===== src/sv/tsps_pkg.sv =====
package tsps_pkg;

    localparam int unsigned MAX_STEPS_DEF = 32;
    localparam int unsigned PRESCALE_DEF  = 64;

    localparam int unsigned FREQ_W  = 16;
    localparam int unsigned HOLD_W  = 8;
    localparam int unsigned DUTY_W  = 7;
    localparam int unsigned CLK_W   = 26;
    localparam int unsigned NUM_W   = CLK_W;
    localparam int unsigned IDX_W   = 8;
    localparam int unsigned TICK_W  = 16;
    localparam int unsigned SEL_W   = 2;
    localparam int unsigned APB_AW  = 4;
    localparam int unsigned APB_DW  = 32;
    localparam int unsigned PROD_W  = FREQ_W + DUTY_W;

    localparam logic [FREQ_W-1:0] BELL_KEY = 16'd2000;
    localparam logic [FREQ_W-1:0] BELL_ALT = 16'd2010;
    localparam logic [DUTY_W-1:0] DUTY_FULL = 7'd100;
    localparam logic [FREQ_W-1:0] PERIOD_MAX = 16'hffff;

    typedef enum logic [1:0] {
        REG_FREQ_LO     = 2'd0,
        REG_FREQ_HI     = 2'd1,
        REG_CLOCK_HZ    = 2'd2,
        REG_INIT_PERIOD = 2'd3
    } reg_idx_t;

    typedef enum logic {
        OP_TICK    = 1'b0,
        OP_RESTART = 1'b1
    } op_t;

    typedef enum logic [SEL_W-1:0] {
        SEQ_BELL   = 2'd0,
        SEQ_CHARGE = 2'd1,
        SEQ_LOW    = 2'd2
    } seq_t;

    typedef struct packed {
        logic [FREQ_W-1:0] freq_lo;
        logic [FREQ_W-1:0] freq_hi;
        logic [CLK_W-1:0]  clock_hz;
        logic [FREQ_W-1:0] init_period;
    } cfg_t;

    typedef struct packed {
        logic [HOLD_W-1:0] hold;
        logic [FREQ_W-1:0] freq;
        logic [DUTY_W-1:0] duty;
    } step_t;

    function automatic step_t mk(input logic [HOLD_W-1:0] h, input logic [FREQ_W-1:0] f,
                                 input logic [DUTY_W-1:0] d);
        step_t s;
        s.hold = h;
        s.freq = f;
        s.duty = d;
        return s;
    endfunction

    function automatic step_t bell_step(input logic [IDX_W-1:0] idx);
        step_t s;
        case (idx)
            8'd0:  s = mk(8'd1,   BELL_KEY, 7'd1);
            8'd1:  s = mk(8'd5,   BELL_ALT, 7'd2);
            8'd2:  s = mk(8'd5,   BELL_KEY, 7'd4);
            8'd3:  s = mk(8'd5,   BELL_ALT, 7'd6);
            8'd4:  s = mk(8'd5,   BELL_KEY, 7'd8);
            8'd5:  s = mk(8'd5,   BELL_ALT, 7'd9);
            8'd6:  s = mk(8'd5,   BELL_KEY, 7'd10);
            8'd7:  s = mk(8'd40,  BELL_ALT, 7'd20);
            8'd8:  s = mk(8'd20,  BELL_KEY, 7'd30);
            8'd9:  s = mk(8'd10,  BELL_ALT, 7'd40);
            8'd10: s = mk(8'd5,   BELL_KEY, 7'd50);
            8'd11: s = mk(8'd60,  BELL_ALT, 7'd55);
            8'd12: s = mk(8'd180, BELL_KEY, 7'd50);
            8'd13: s = mk(8'd60,  BELL_ALT, 7'd45);
            8'd14: s = mk(8'd180, BELL_KEY, 7'd40);
            8'd15: s = mk(8'd60,  BELL_ALT, 7'd36);
            8'd16: s = mk(8'd180, BELL_KEY, 7'd32);
            8'd17: s = mk(8'd60,  BELL_ALT, 7'd29);
            8'd18: s = mk(8'd180, BELL_KEY, 7'd26);
            8'd19: s = mk(8'd60,  BELL_ALT, 7'd23);
            8'd20: s = mk(8'd180, BELL_KEY, 7'd21);
            8'd21: s = mk(8'd60,  BELL_ALT, 7'd18);
            8'd22: s = mk(8'd180, BELL_KEY, 7'd16);
            8'd23: s = mk(8'd60,  BELL_ALT, 7'd14);
            8'd24: s = mk(8'd180, BELL_KEY, 7'd13);
            8'd25: s = mk(8'd60,  BELL_ALT, 7'd11);
            8'd26: s = mk(8'd180, BELL_KEY, 7'd10);
            8'd27: s = mk(8'd60,  BELL_ALT, 7'd9);
            8'd28: s = mk(8'd180, BELL_KEY, 7'd8);
            default: s = mk(8'd0, 16'd2500, 7'd1);
        endcase
        return s;
    endfunction

    function automatic step_t charge_step(input logic [IDX_W-1:0] idx);
        step_t s;
        case (idx)
            8'd0:  s = mk(8'd1,   16'd2636, 7'd10);
            8'd1:  s = mk(8'd255, 16'd2636, 7'd40);
            8'd2:  s = mk(8'd255, 16'd2960, 7'd40);
            default: s = mk(8'd0, 16'd1480, 7'd1);
        endcase
        return s;
    endfunction

    function automatic step_t low_step(input logic [IDX_W-1:0] idx);
        step_t s;
        case (idx)
            8'd0, 8'd1: s = mk(8'd160, 16'd1700, 7'd50);
            8'd2, 8'd3: s = mk(8'd160, 16'd1250, 7'd40);
            8'd4:  s = mk(8'd60, 16'd1200, 7'd30);
            8'd5:  s = mk(8'd60, 16'd1150, 7'd20);
            8'd6:  s = mk(8'd60, 16'd1145, 7'd10);
            default: s = mk(8'd0, 16'd1145, 7'd1);
        endcase
        return s;
    endfunction

    // past the end of a table the end entry repeats; unused selector reads the low table
    function automatic step_t rom_step(input logic [SEL_W-1:0] sel, input logic [IDX_W-1:0] idx);
        step_t s;
        case (sel)
            SEQ_BELL:   s = bell_step(idx);
            SEQ_CHARGE: s = charge_step(idx);
            default:    s = low_step(idx);
        endcase
        return s;
    endfunction

endpackage


===== src/sv/tsps_cfg.sv =====
module tsps_cfg (
    input  logic                           aclk,
    input  logic                           aresetn,
    input  logic                           psel,
    input  logic                           penable,
    input  logic                           pwrite,
    input  logic [tsps_pkg::APB_AW-1:0]    paddr,
    input  logic [tsps_pkg::APB_DW-1:0]    pwdata,
    output logic [tsps_pkg::APB_DW-1:0]    prdata,
    output logic                           pready,
    output tsps_pkg::cfg_t                 cfg
);

    tsps_pkg::cfg_t     cfg_reg;
    tsps_pkg::reg_idx_t idx;
    logic               wr_en;

    assign idx    = tsps_pkg::reg_idx_t'(paddr[tsps_pkg::APB_AW-1:2]);
    assign wr_en  = psel && penable && pwrite;
    assign pready = 1'b1;
    assign cfg    = cfg_reg;

    always_ff @(posedge aclk) begin
        if (!aresetn) begin
            cfg_reg.freq_lo     <= 16'd100;
            cfg_reg.freq_hi     <= 16'd20000;
            cfg_reg.clock_hz    <= 26'd20000000;
            cfg_reg.init_period <= 16'd311;
        end else if (wr_en) begin
            unique case (idx)
                tsps_pkg::REG_FREQ_LO:     cfg_reg.freq_lo     <= pwdata[15:0];
                tsps_pkg::REG_FREQ_HI:     cfg_reg.freq_hi     <= pwdata[15:0];
                tsps_pkg::REG_CLOCK_HZ:    cfg_reg.clock_hz    <= pwdata[25:0];
                tsps_pkg::REG_INIT_PERIOD: cfg_reg.init_period <= pwdata[15:0];
                default: ;
            endcase
        end
    end

    always_comb begin
        unique case (idx)
            tsps_pkg::REG_FREQ_LO:     prdata = 32'(cfg_reg.freq_lo);
            tsps_pkg::REG_FREQ_HI:     prdata = 32'(cfg_reg.freq_hi);
            tsps_pkg::REG_CLOCK_HZ:    prdata = 32'(cfg_reg.clock_hz);
            tsps_pkg::REG_INIT_PERIOD: prdata = 32'(cfg_reg.init_period);
            default:                   prdata = '0;
        endcase
    end

endmodule


===== src/sv/tsps_div.sv =====
// restoring divider, one quotient bit per cycle
module tsps_div #(
    parameter int unsigned DEN_W = 23
) (
    input  logic                         aclk,
    input  logic                         aresetn,
    input  logic                         start,
    input  logic [tsps_pkg::NUM_W-1:0]   num,
    input  logic [DEN_W-1:0]             den,
    output logic                         done,
    output logic [tsps_pkg::NUM_W-1:0]   quot
);

    localparam int unsigned CNT_W = $clog2(tsps_pkg::NUM_W + 1);

    logic [tsps_pkg::NUM_W-1:0] num_reg;
    logic [DEN_W-1:0]           den_reg;
    logic [DEN_W-1:0]           rem_reg;
    logic [CNT_W-1:0]           cnt_reg;
    logic                       busy_reg;
    logic                       done_reg;
    logic [DEN_W:0]             shifted;
    logic [DEN_W:0]             diff;
    logic                       ge;

    assign shifted = {rem_reg, num_reg[tsps_pkg::NUM_W-1]};
    assign ge      = shifted >= {1'b0, den_reg};
    assign diff    = shifted - {1'b0, den_reg};
    assign done    = done_reg;
    assign quot    = num_reg;

    always_ff @(posedge aclk) begin
        if (!aresetn) begin
            busy_reg <= 1'b0;
            done_reg <= 1'b0;
            cnt_reg  <= '0;
        end else begin
            done_reg <= 1'b0;
            if (start) begin
                busy_reg <= 1'b1;
                cnt_reg  <= CNT_W'(tsps_pkg::NUM_W);
            end else if (busy_reg) begin
                cnt_reg <= cnt_reg - 1'b1;
                if (cnt_reg == CNT_W'(1)) begin
                    busy_reg <= 1'b0;
                    done_reg <= 1'b1;
                end
            end
        end
    end

    // quotient bits shift in where the dividend bits leave
    always_ff @(posedge aclk) begin
        if (start) begin
            num_reg <= num;
            den_reg <= den;
            rem_reg <= '0;
        end else if (busy_reg) begin
            rem_reg <= ge ? diff[DEN_W-1:0] : shifted[DEN_W-1:0];
            num_reg <= {num_reg[tsps_pkg::NUM_W-2:0], ge};
        end
    end

endmodule


===== src/sv/tone_sequence_pwm_stepper_unit.sv =====
// Tone sequence PWM stepper. Each request is a tick sample or a restart and gives exactly one
// result. Restarts, repeated tick values, hold countdowns and the end of a sequence reach the
// output register through the EVAL and FIN states, FIN waiting for the output register to be
// free. A tick that advances to a new step passes LOAD, GO1, WAIT1, TOP, GO2, WAIT2 and FIN:
// the period clock_hz/(PRESCALE*freq) - 1 and then compare period*duty/100 both go through
// one shared restoring divider that yields a single quotient bit per cycle over the 26-bit
// dividend. Only one request is in flight at a time; the next one is accepted in the cycle
// after the result has moved to the output register, even if it has not yet been taken. A
// result still waiting in the output register holds the next one back until it is taken.
module tone_sequence_pwm_stepper_unit #(
    parameter int unsigned MAX_STEPS = tsps_pkg::MAX_STEPS_DEF,
    parameter int unsigned PRESCALE  = tsps_pkg::PRESCALE_DEF
) (
    input  logic                        aclk,
    input  logic                        aresetn,
    input  logic                        psel,
    input  logic                        penable,
    input  logic                        pwrite,
    input  logic [tsps_pkg::APB_AW-1:0] paddr,
    input  logic [tsps_pkg::APB_DW-1:0] pwdata,
    output logic [tsps_pkg::APB_DW-1:0] prdata,
    output logic                        pready,
    input  logic                        s_tvalid,
    output logic                        s_tready,
    input  logic [23:0]                 s_tdata,   // tick_value[15:0], sequence_select[17:16]
    input  logic                        s_tuser,   // opcode
    output logic                        m_tvalid,
    input  logic                        m_tready,
    output logic [39:0]                 m_tdata,   // running[0], period_top[16:1],
                                                   // compare_value[32:17]
    output logic                        m_tuser    // update_valid
);

    localparam int unsigned SIDX_W = $clog2(MAX_STEPS);
    localparam int unsigned PS_W   = $clog2(PRESCALE + 1);
    localparam int unsigned DEN_W  = PS_W + tsps_pkg::FREQ_W;
    localparam logic [SIDX_W-1:0] LAST_IDX = SIDX_W'(MAX_STEPS - 1);

    typedef enum logic [8:0] {
        ST_IDLE  = 9'b000000001,
        ST_EVAL  = 9'b000000010,
        ST_LOAD  = 9'b000000100,
        ST_GO1   = 9'b000001000,
        ST_WAIT1 = 9'b000010000,
        ST_TOP   = 9'b000100000,
        ST_GO2   = 9'b001000000,
        ST_WAIT2 = 9'b010000000,
        ST_FIN   = 9'b100000000
    } state_t;

    tsps_pkg::cfg_t cfg;

    state_t                        state_reg, state_next;
    logic [tsps_pkg::TICK_W-1:0]   last_tick_reg, last_tick_next;
    logic [tsps_pkg::HOLD_W-1:0]   hold_reg, hold_next;
    logic [SIDX_W-1:0]             step_reg, step_next;
    logic                          out_valid_reg, out_valid_next;

    // request and working payload
    logic                          op_reg;
    logic [tsps_pkg::TICK_W-1:0]   tick_reg;
    logic [tsps_pkg::SEL_W-1:0]    sel_reg;
    logic [DEN_W-1:0]              den_reg;
    logic [tsps_pkg::DUTY_W-1:0]   duty_reg;
    logic [tsps_pkg::HOLD_W-1:0]   new_hold_reg;
    logic [tsps_pkg::FREQ_W-1:0]   top_reg;
    logic [tsps_pkg::PROD_W-1:0]   prod_reg;
    logic                          res_run_reg;
    logic                          res_upd_reg;
    logic [tsps_pkg::FREQ_W-1:0]   res_per_reg;
    logic [tsps_pkg::FREQ_W-1:0]   res_cmp_reg;
    logic                          o_run_reg;
    logic                          o_upd_reg;
    logic [tsps_pkg::FREQ_W-1:0]   o_per_reg;
    logic [tsps_pkg::FREQ_W-1:0]   o_cmp_reg;

    logic                          s_acc;
    logic                          out_free;
    logic                          is_restart;
    tsps_pkg::step_t               step_rd;
    logic [tsps_pkg::FREQ_W-1:0]   f_clamp;
    logic [tsps_pkg::FREQ_W-1:0]   f_eff;
    logic [DEN_W-1:0]              den_calc;
    logic [tsps_pkg::DUTY_W-1:0]   duty_cap;
    logic [tsps_pkg::NUM_W-1:0]    q_m1;
    logic [tsps_pkg::FREQ_W-1:0]   top_calc;
    logic                          div_start;
    logic [tsps_pkg::NUM_W-1:0]    div_num;
    logic [DEN_W-1:0]              div_den;
    logic                          div_done;
    logic [tsps_pkg::NUM_W-1:0]    div_quot;

    tsps_cfg u_cfg (
        .aclk    (aclk),
        .aresetn (aresetn),
        .psel    (psel),
        .penable (penable),
        .pwrite  (pwrite),
        .paddr   (paddr),
        .pwdata  (pwdata),
        .prdata  (prdata),
        .pready  (pready),
        .cfg     (cfg)
    );

    tsps_div #(
        .DEN_W (DEN_W)
    ) u_div (
        .aclk    (aclk),
        .aresetn (aresetn),
        .start   (div_start),
        .num     (div_num),
        .den     (div_den),
        .done    (div_done),
        .quot    (div_quot)
    );

    assign s_tready   = (state_reg == ST_IDLE);
    assign s_acc      = s_tvalid && s_tready;
    assign out_free   = !out_valid_reg || m_tready;
    assign is_restart = (op_reg == tsps_pkg::OP_RESTART);

    assign m_tvalid = out_valid_reg;
    assign m_tuser  = o_upd_reg;
    assign m_tdata  = {7'd0, o_cmp_reg, o_per_reg, o_run_reg};

    assign step_rd = tsps_pkg::rom_step(sel_reg, tsps_pkg::IDX_W'(step_reg));

    always_comb begin
        if (step_rd.freq < cfg.freq_lo) begin
            f_clamp = cfg.freq_lo;
        end else if (step_rd.freq > cfg.freq_hi) begin
            f_clamp = cfg.freq_hi;
        end else begin
            f_clamp = step_rd.freq;
        end
        f_eff    = (f_clamp == '0) ? tsps_pkg::FREQ_W'(1) : f_clamp;
        den_calc = DEN_W'(f_eff) * DEN_W'(PRESCALE);
        duty_cap = (step_rd.duty > tsps_pkg::DUTY_FULL) ? tsps_pkg::DUTY_FULL : step_rd.duty;
    end

    always_comb begin
        q_m1 = div_quot - 1'b1;
        if (div_quot == '0 || q_m1 == '0 || q_m1[tsps_pkg::NUM_W-1:tsps_pkg::FREQ_W] != '0) begin
            top_calc = tsps_pkg::PERIOD_MAX;
        end else begin
            top_calc = q_m1[tsps_pkg::FREQ_W-1:0];
        end
    end

    assign div_start = (state_reg == ST_GO1) || (state_reg == ST_GO2);
    assign div_num   = (state_reg == ST_GO1) ? cfg.clock_hz : tsps_pkg::NUM_W'(prod_reg);
    assign div_den   = (state_reg == ST_GO1) ? den_reg : DEN_W'(tsps_pkg::DUTY_FULL);

    always_comb begin
        state_next     = state_reg;
        last_tick_next = last_tick_reg;
        hold_next      = hold_reg;
        step_next      = step_reg;
        out_valid_next = out_valid_reg;
        if (m_tready) begin
            out_valid_next = 1'b0;
        end
        unique case (state_reg)
            ST_IDLE: begin
                if (s_acc) begin
                    state_next = ST_EVAL;
                end
            end
            ST_EVAL: begin
                state_next = ST_FIN;
                if (is_restart) begin
                    step_next = '0;
                    hold_next = tsps_pkg::HOLD_W'(1);
                end else if (tick_reg != last_tick_reg) begin
                    last_tick_next = tick_reg;
                    if (hold_reg != '0) begin
                        hold_next = hold_reg - 1'b1;
                    end else if (step_rd.hold != '0) begin
                        if (step_reg < LAST_IDX) begin
                            step_next = step_reg + 1'b1;
                        end
                        state_next = ST_LOAD;
                    end
                end
            end
            ST_LOAD:  state_next = ST_GO1;
            ST_GO1:   state_next = ST_WAIT1;
            ST_WAIT1: begin
                if (div_done) begin
                    state_next = ST_TOP;
                end
            end
            ST_TOP:   state_next = ST_GO2;
            ST_GO2:   state_next = ST_WAIT2;
            ST_WAIT2: begin
                if (div_done) begin
                    hold_next  = new_hold_reg;
                    state_next = ST_FIN;
                end
            end
            ST_FIN: begin
                if (out_free) begin
                    out_valid_next = 1'b1;
                    state_next     = ST_IDLE;
                end
            end
            default: state_next = ST_IDLE;
        endcase
    end

    always_ff @(posedge aclk) begin
        if (!aresetn) begin
            state_reg     <= ST_IDLE;
            last_tick_reg <= '0;
            hold_reg      <= '0;
            step_reg      <= '0;
            out_valid_reg <= 1'b0;
        end else begin
            state_reg     <= state_next;
            last_tick_reg <= last_tick_next;
            hold_reg      <= hold_next;
            step_reg      <= step_next;
            out_valid_reg <= out_valid_next;
        end
    end

    always_ff @(posedge aclk) begin
        if (s_acc) begin
            op_reg   <= s_tuser;
            tick_reg <= s_tdata[15:0];
            sel_reg  <= s_tdata[17:16];
        end
        if (state_reg == ST_EVAL) begin
            // a repeated tick and the end of a sequence give an all-zero result
            res_run_reg <= is_restart || (tick_reg != last_tick_reg && hold_reg != '0);
            res_upd_reg <= is_restart;
            res_per_reg <= is_restart ? cfg.init_period : '0;
            res_cmp_reg <= '0;
        end
        if (state_reg == ST_LOAD) begin
            den_reg      <= den_calc;
            duty_reg     <= duty_cap;
            new_hold_reg <= step_rd.hold;
        end
        if (state_reg == ST_TOP) begin
            top_reg  <= top_calc;
            prod_reg <= tsps_pkg::PROD_W'(top_calc) * tsps_pkg::PROD_W'(duty_reg);
        end
        if (state_reg == ST_WAIT2 && div_done) begin
            res_run_reg <= 1'b1;
            res_upd_reg <= 1'b1;
            res_per_reg <= top_reg;
            res_cmp_reg <= div_quot[tsps_pkg::FREQ_W-1:0];
        end
        if (state_reg == ST_FIN && out_free) begin
            o_run_reg <= res_run_reg;
            o_upd_reg <= res_upd_reg;
            o_per_reg <= res_per_reg;
            o_cmp_reg <= res_cmp_reg;
        end
    end

endmodule


===== config.mk =====
export PLATFORM = sky130hd
export DESIGN_NAME = tone_sequence_pwm_stepper_unit
export DESIGN_NICKNAME = d
export VERILOG_FILES = /design/src/sv/tsps_pkg.sv /design/src/sv/tsps_cfg.sv /design/src/sv/tsps_div.sv /design/src/sv/tone_sequence_pwm_stepper_unit.sv
export SDC_FILE = /design/constraint.sdc
export NUM_CORES = 1
export LEC_CHECK = 0
export ABC_AREA = 1
export BUFFER_PORTS_ARGS = -buffer_cell sky130_fd_sc_hd__buf_4
export CORE_UTILIZATION = 35
export DETAILED_ROUTE_END_ITERATION = 8
export GPL_TIMING_DRIVEN = 1
export PLACE_DENSITY_LB_ADDON = 0.08
export SKIP_CTS_REPAIR_TIMING = 1
export SLEW_MARGIN = 20
export SYNTH_ARGS = -nofsm -noshare
export SYNTH_HDL_FRONTEND = slang
export SYNTH_SLANG_ARGS = --single-unit

===== constraint.sdc =====
create_clock -name aclk -period 7.75 [get_ports aclk]
set_input_delay 0.3875 -clock aclk [delete_from_list [all_inputs] [get_ports aclk]]
set_output_delay 0.3875 -clock aclk [all_outputs]
set_load 0.02 [all_outputs]

==> results.toml <==
[outcome]
outcome = "completed"

[setup_path]
crit_top_cell = "nand2_1"
criticalPathCategory = "reg2reg"
reg2reg_to = "prod_reg[19]"
start_kind = "flip-flop"
cp_max_fo = 7
path_delay_family = "adder cells"
cp.buffers_inverters = 9
worstReg2RegStart = "u_div.quot[1]"
critical-path-max-stage-delay_ns = 0.55
r2r_cells = 37
crit_slowest_cell = "fa_1"
endpoint_kind = "flip-flop"
crit_arrival_ns = 7.42
crit_required_ns = 8.07
r2r_setup_slack_ns = 0.65

[logic_synthesis]
yosys_warnings = 0
yosysTopAreaCellShare_pct = 28.4
yosysSeqAreaShare_pct = 43.9
avgSynthCellArea_sq_um = 8.37
synth_ff_type = "edfxtp_1"
ys_seq_elements = 358
synth_top_area_cell = "edfxtp_1"
synth_edf_count = 197
synth_top_family_by_area = "simple AND/OR/NAND/NOR gates"
synth_cell_type_count = 59
synth.area.mux_share_pct = 0
synth-simple-area-share_pct = 20.4
syn-instance-count = 2488
synth_xor_area_share_pct = 2.99
synth_compound_area_share_pct = 11.4
synth_adder_area_share_pct = 12.1
synthArstFlopShare_pct = 0
synth_area_leaders = "edfxtp_1, dfxtp_1, nand2_1"
netlist_area_sq_um = 20800

[layout]
fin_nets = 2850
stdcell_count = 3421
areaGrowthSynthToFinish_pct = 15.9
postLayoutCoreUtil_pct = 40.9
final_common_cell = "nand2_1"
final_cell_mix = "nand2_1, inv_1, nor2_1, edfxtp_1, o21ai_0"
largest_reg_flops = 74
diodes = 0
drive_gt1_share_pct = 10.2

[global_routing]
grt_util_all_layers_pct = 20.4
gr-total-overflow = 0
grt-busiest-layer = "met1"
grt_pass1_vias = 16400
grt_use_met3_pct = 2.98
grt_pass1_wl_um = 95300
gr-usage-met2_pct = 30.2
grt_start_max_net_pins = 88
met1_usage_pct = 30.8
antenna_found_initial = 0

[detailed_routing]
wl_per_cell_um = 17.8
first_pass_iters = 5
vias = 17000
drt_wl_total_um = 60800
final_antenna_net_count = 0
drt-initial-drc-count = 1314
vias_per_cell = 4.96
drc_errors = 0

[clock_tree]
cts_tree = "done"
htreeDepth = 2
cts_buffers = 43
cts_buffer_depth = 3
cts.sinks = 358
clk_pin_slew_ns = 0.06
clk-insertion-delay-late_ns = 0.58
cts-root-buf = "clkbuf_16"

[floorplan]
rows = 89
initial_core_util_pct = 35.3
fp.dieW_um = 246
die_h_um = 246
ioPinCount = 144
dieArea_sq_um = 60500
core_area_sq_um = 58900

[placement]
hpwl_um = 46100
numPortBuffers = 115
gp_congestion = 0.880
dp.cells = 3322

[sta]
finalHoldViolCount = 0
tightest_slew_ns = 1.05
tns_ns = 0
timing.slew.headroom_pct = 30.1
finalSetupViolCount = 0
rsz0062_at_grt = "no"
finalCritPeriodShare_pct = 91.6
fmax_mhz = 141
fin_crit_ns = 7.10
final_max_slew_viol_count = 0
clock_skew_ns = 0.0188

[min_path]
min_to = "u_cfg.cfg[32]"
min_path_cells = 3
min_from = "pwdata[16]"
hp-class = "in2reg"

[power]
clkPwrFrac_pct = 38.6
ir_worst_vdd_v = 0.000161
p_seq_share_pct = 42.3
p_switching_mw = 1.60
leakagePower_nw = 10.9
comb_power_share_pct = 19.1
swShare_pct = 30.2
p_int_mw = 3.70
p_per_area_nw_per_um2 = 220

[run]
cap_viol_max_count = 0
==> worst max path at each step <==
stage	from	endpoint	slack [ns]	cells past startpoint
6_report	u_div.quot[1]	prod_reg[19]	0.65	37
5_1_grt	u_div.quot[1]	prod_reg[19]	0.01	37
4_1_cts	u_div.quot[2]	prod_reg[22]	0.29	32
3_5_place_dp	u_div.quot[2]	prod_reg[22]	0.32	32
3_3_place_gp	u_div.quot[2]	prod_reg[22]	0.30	32
2_1_floorplan	u_div.quot[2]	prod_reg[22]	1.18	32
==> cell usage after synthesis (12+ instances only) <==
cell type,count
nand4_1,33
buf_4,16
xnor2_1,27
clkbuf_1,73
edfxtp_1,197
nand3_1,90
a21oi_1,134
o22ai_1,28
nor2_1,233
dfxtp_1,161
nand2_1,517
fa_1,55
o21ai_0,169
nor4_1,12
inv_1,378
ha_1,113
xor2_1,44
o2111ai_1,18
nor3_1,44
o211ai_1,22
==> metal layers <==
metal | share of wire (%) | vias to the layer above
li1 | - | 8393
met1 | 50 | 8089
met2 | 42 | 422
met5 | 0 | -
met3 | 5.8 | 70
met4 | 2.1 | 0
==> area by class of cell <==
cell class | instances | area, sq um
tap | 773 | 967
inverter | 387 | 1450
sequential | 358 | 9140
clock buffer | 63 | 1230
timing repair buffer | 170 | 1320
multi-input combinational | 1654 | 9820
fill | 6021 | 34800
clock inverter | 16 | 184
==> power groups by stage <==
stage / Combinational [mW] / Clock (mW) / Sequential (mW)
floorplan: 0.696 / 0 / 2.24
CTS: 1.00 / 2.11 / 2.24
finish: 1.01 / 2.05 / 2.24
global placement: 0.987 / 0 / 2.28
detailed placement: 0.992 / 0 / 2.28
global route: 1.14 / 2.18 / 2.26
==> per-stage QoR <==
stage | hold WS (ns) | total power, mW | area [sq um] | setup WS, ns
after floorplan | 0.400 | 2.94 | 20900 | 1.18
after global placement | 0.402 | 3.27 | 22500 | 0.305
after detailed placement | 0.405 | 3.28 | 22500 | 0.317
after CTS | -0.0443 | 5.35 | 23900 | 0.293
after global routing | 0.0186 | 5.58 | 24100 | 0.0120
final | 0.0226 | 5.30 | 24100 | 0.649
==> logic make-up after synthesis <==
logic type	Yosys count
simple gates	983
buf+inv	488
compound gates	418
flops	358
fa+ha+maj	168
xor+xnor	71
other cells	2
==> worst register-to-register path: cells and delay by family, from the launching register on <==
kind,cells,cell delay (ns)
simple gates,17,1.89
buf+inv,9,1.13
xor+xnor,2,0.28
flops,1,0.43
fa+ha+maj,6,2.58
compound gates,3,0.53
(Power assumes the default switching activity.)
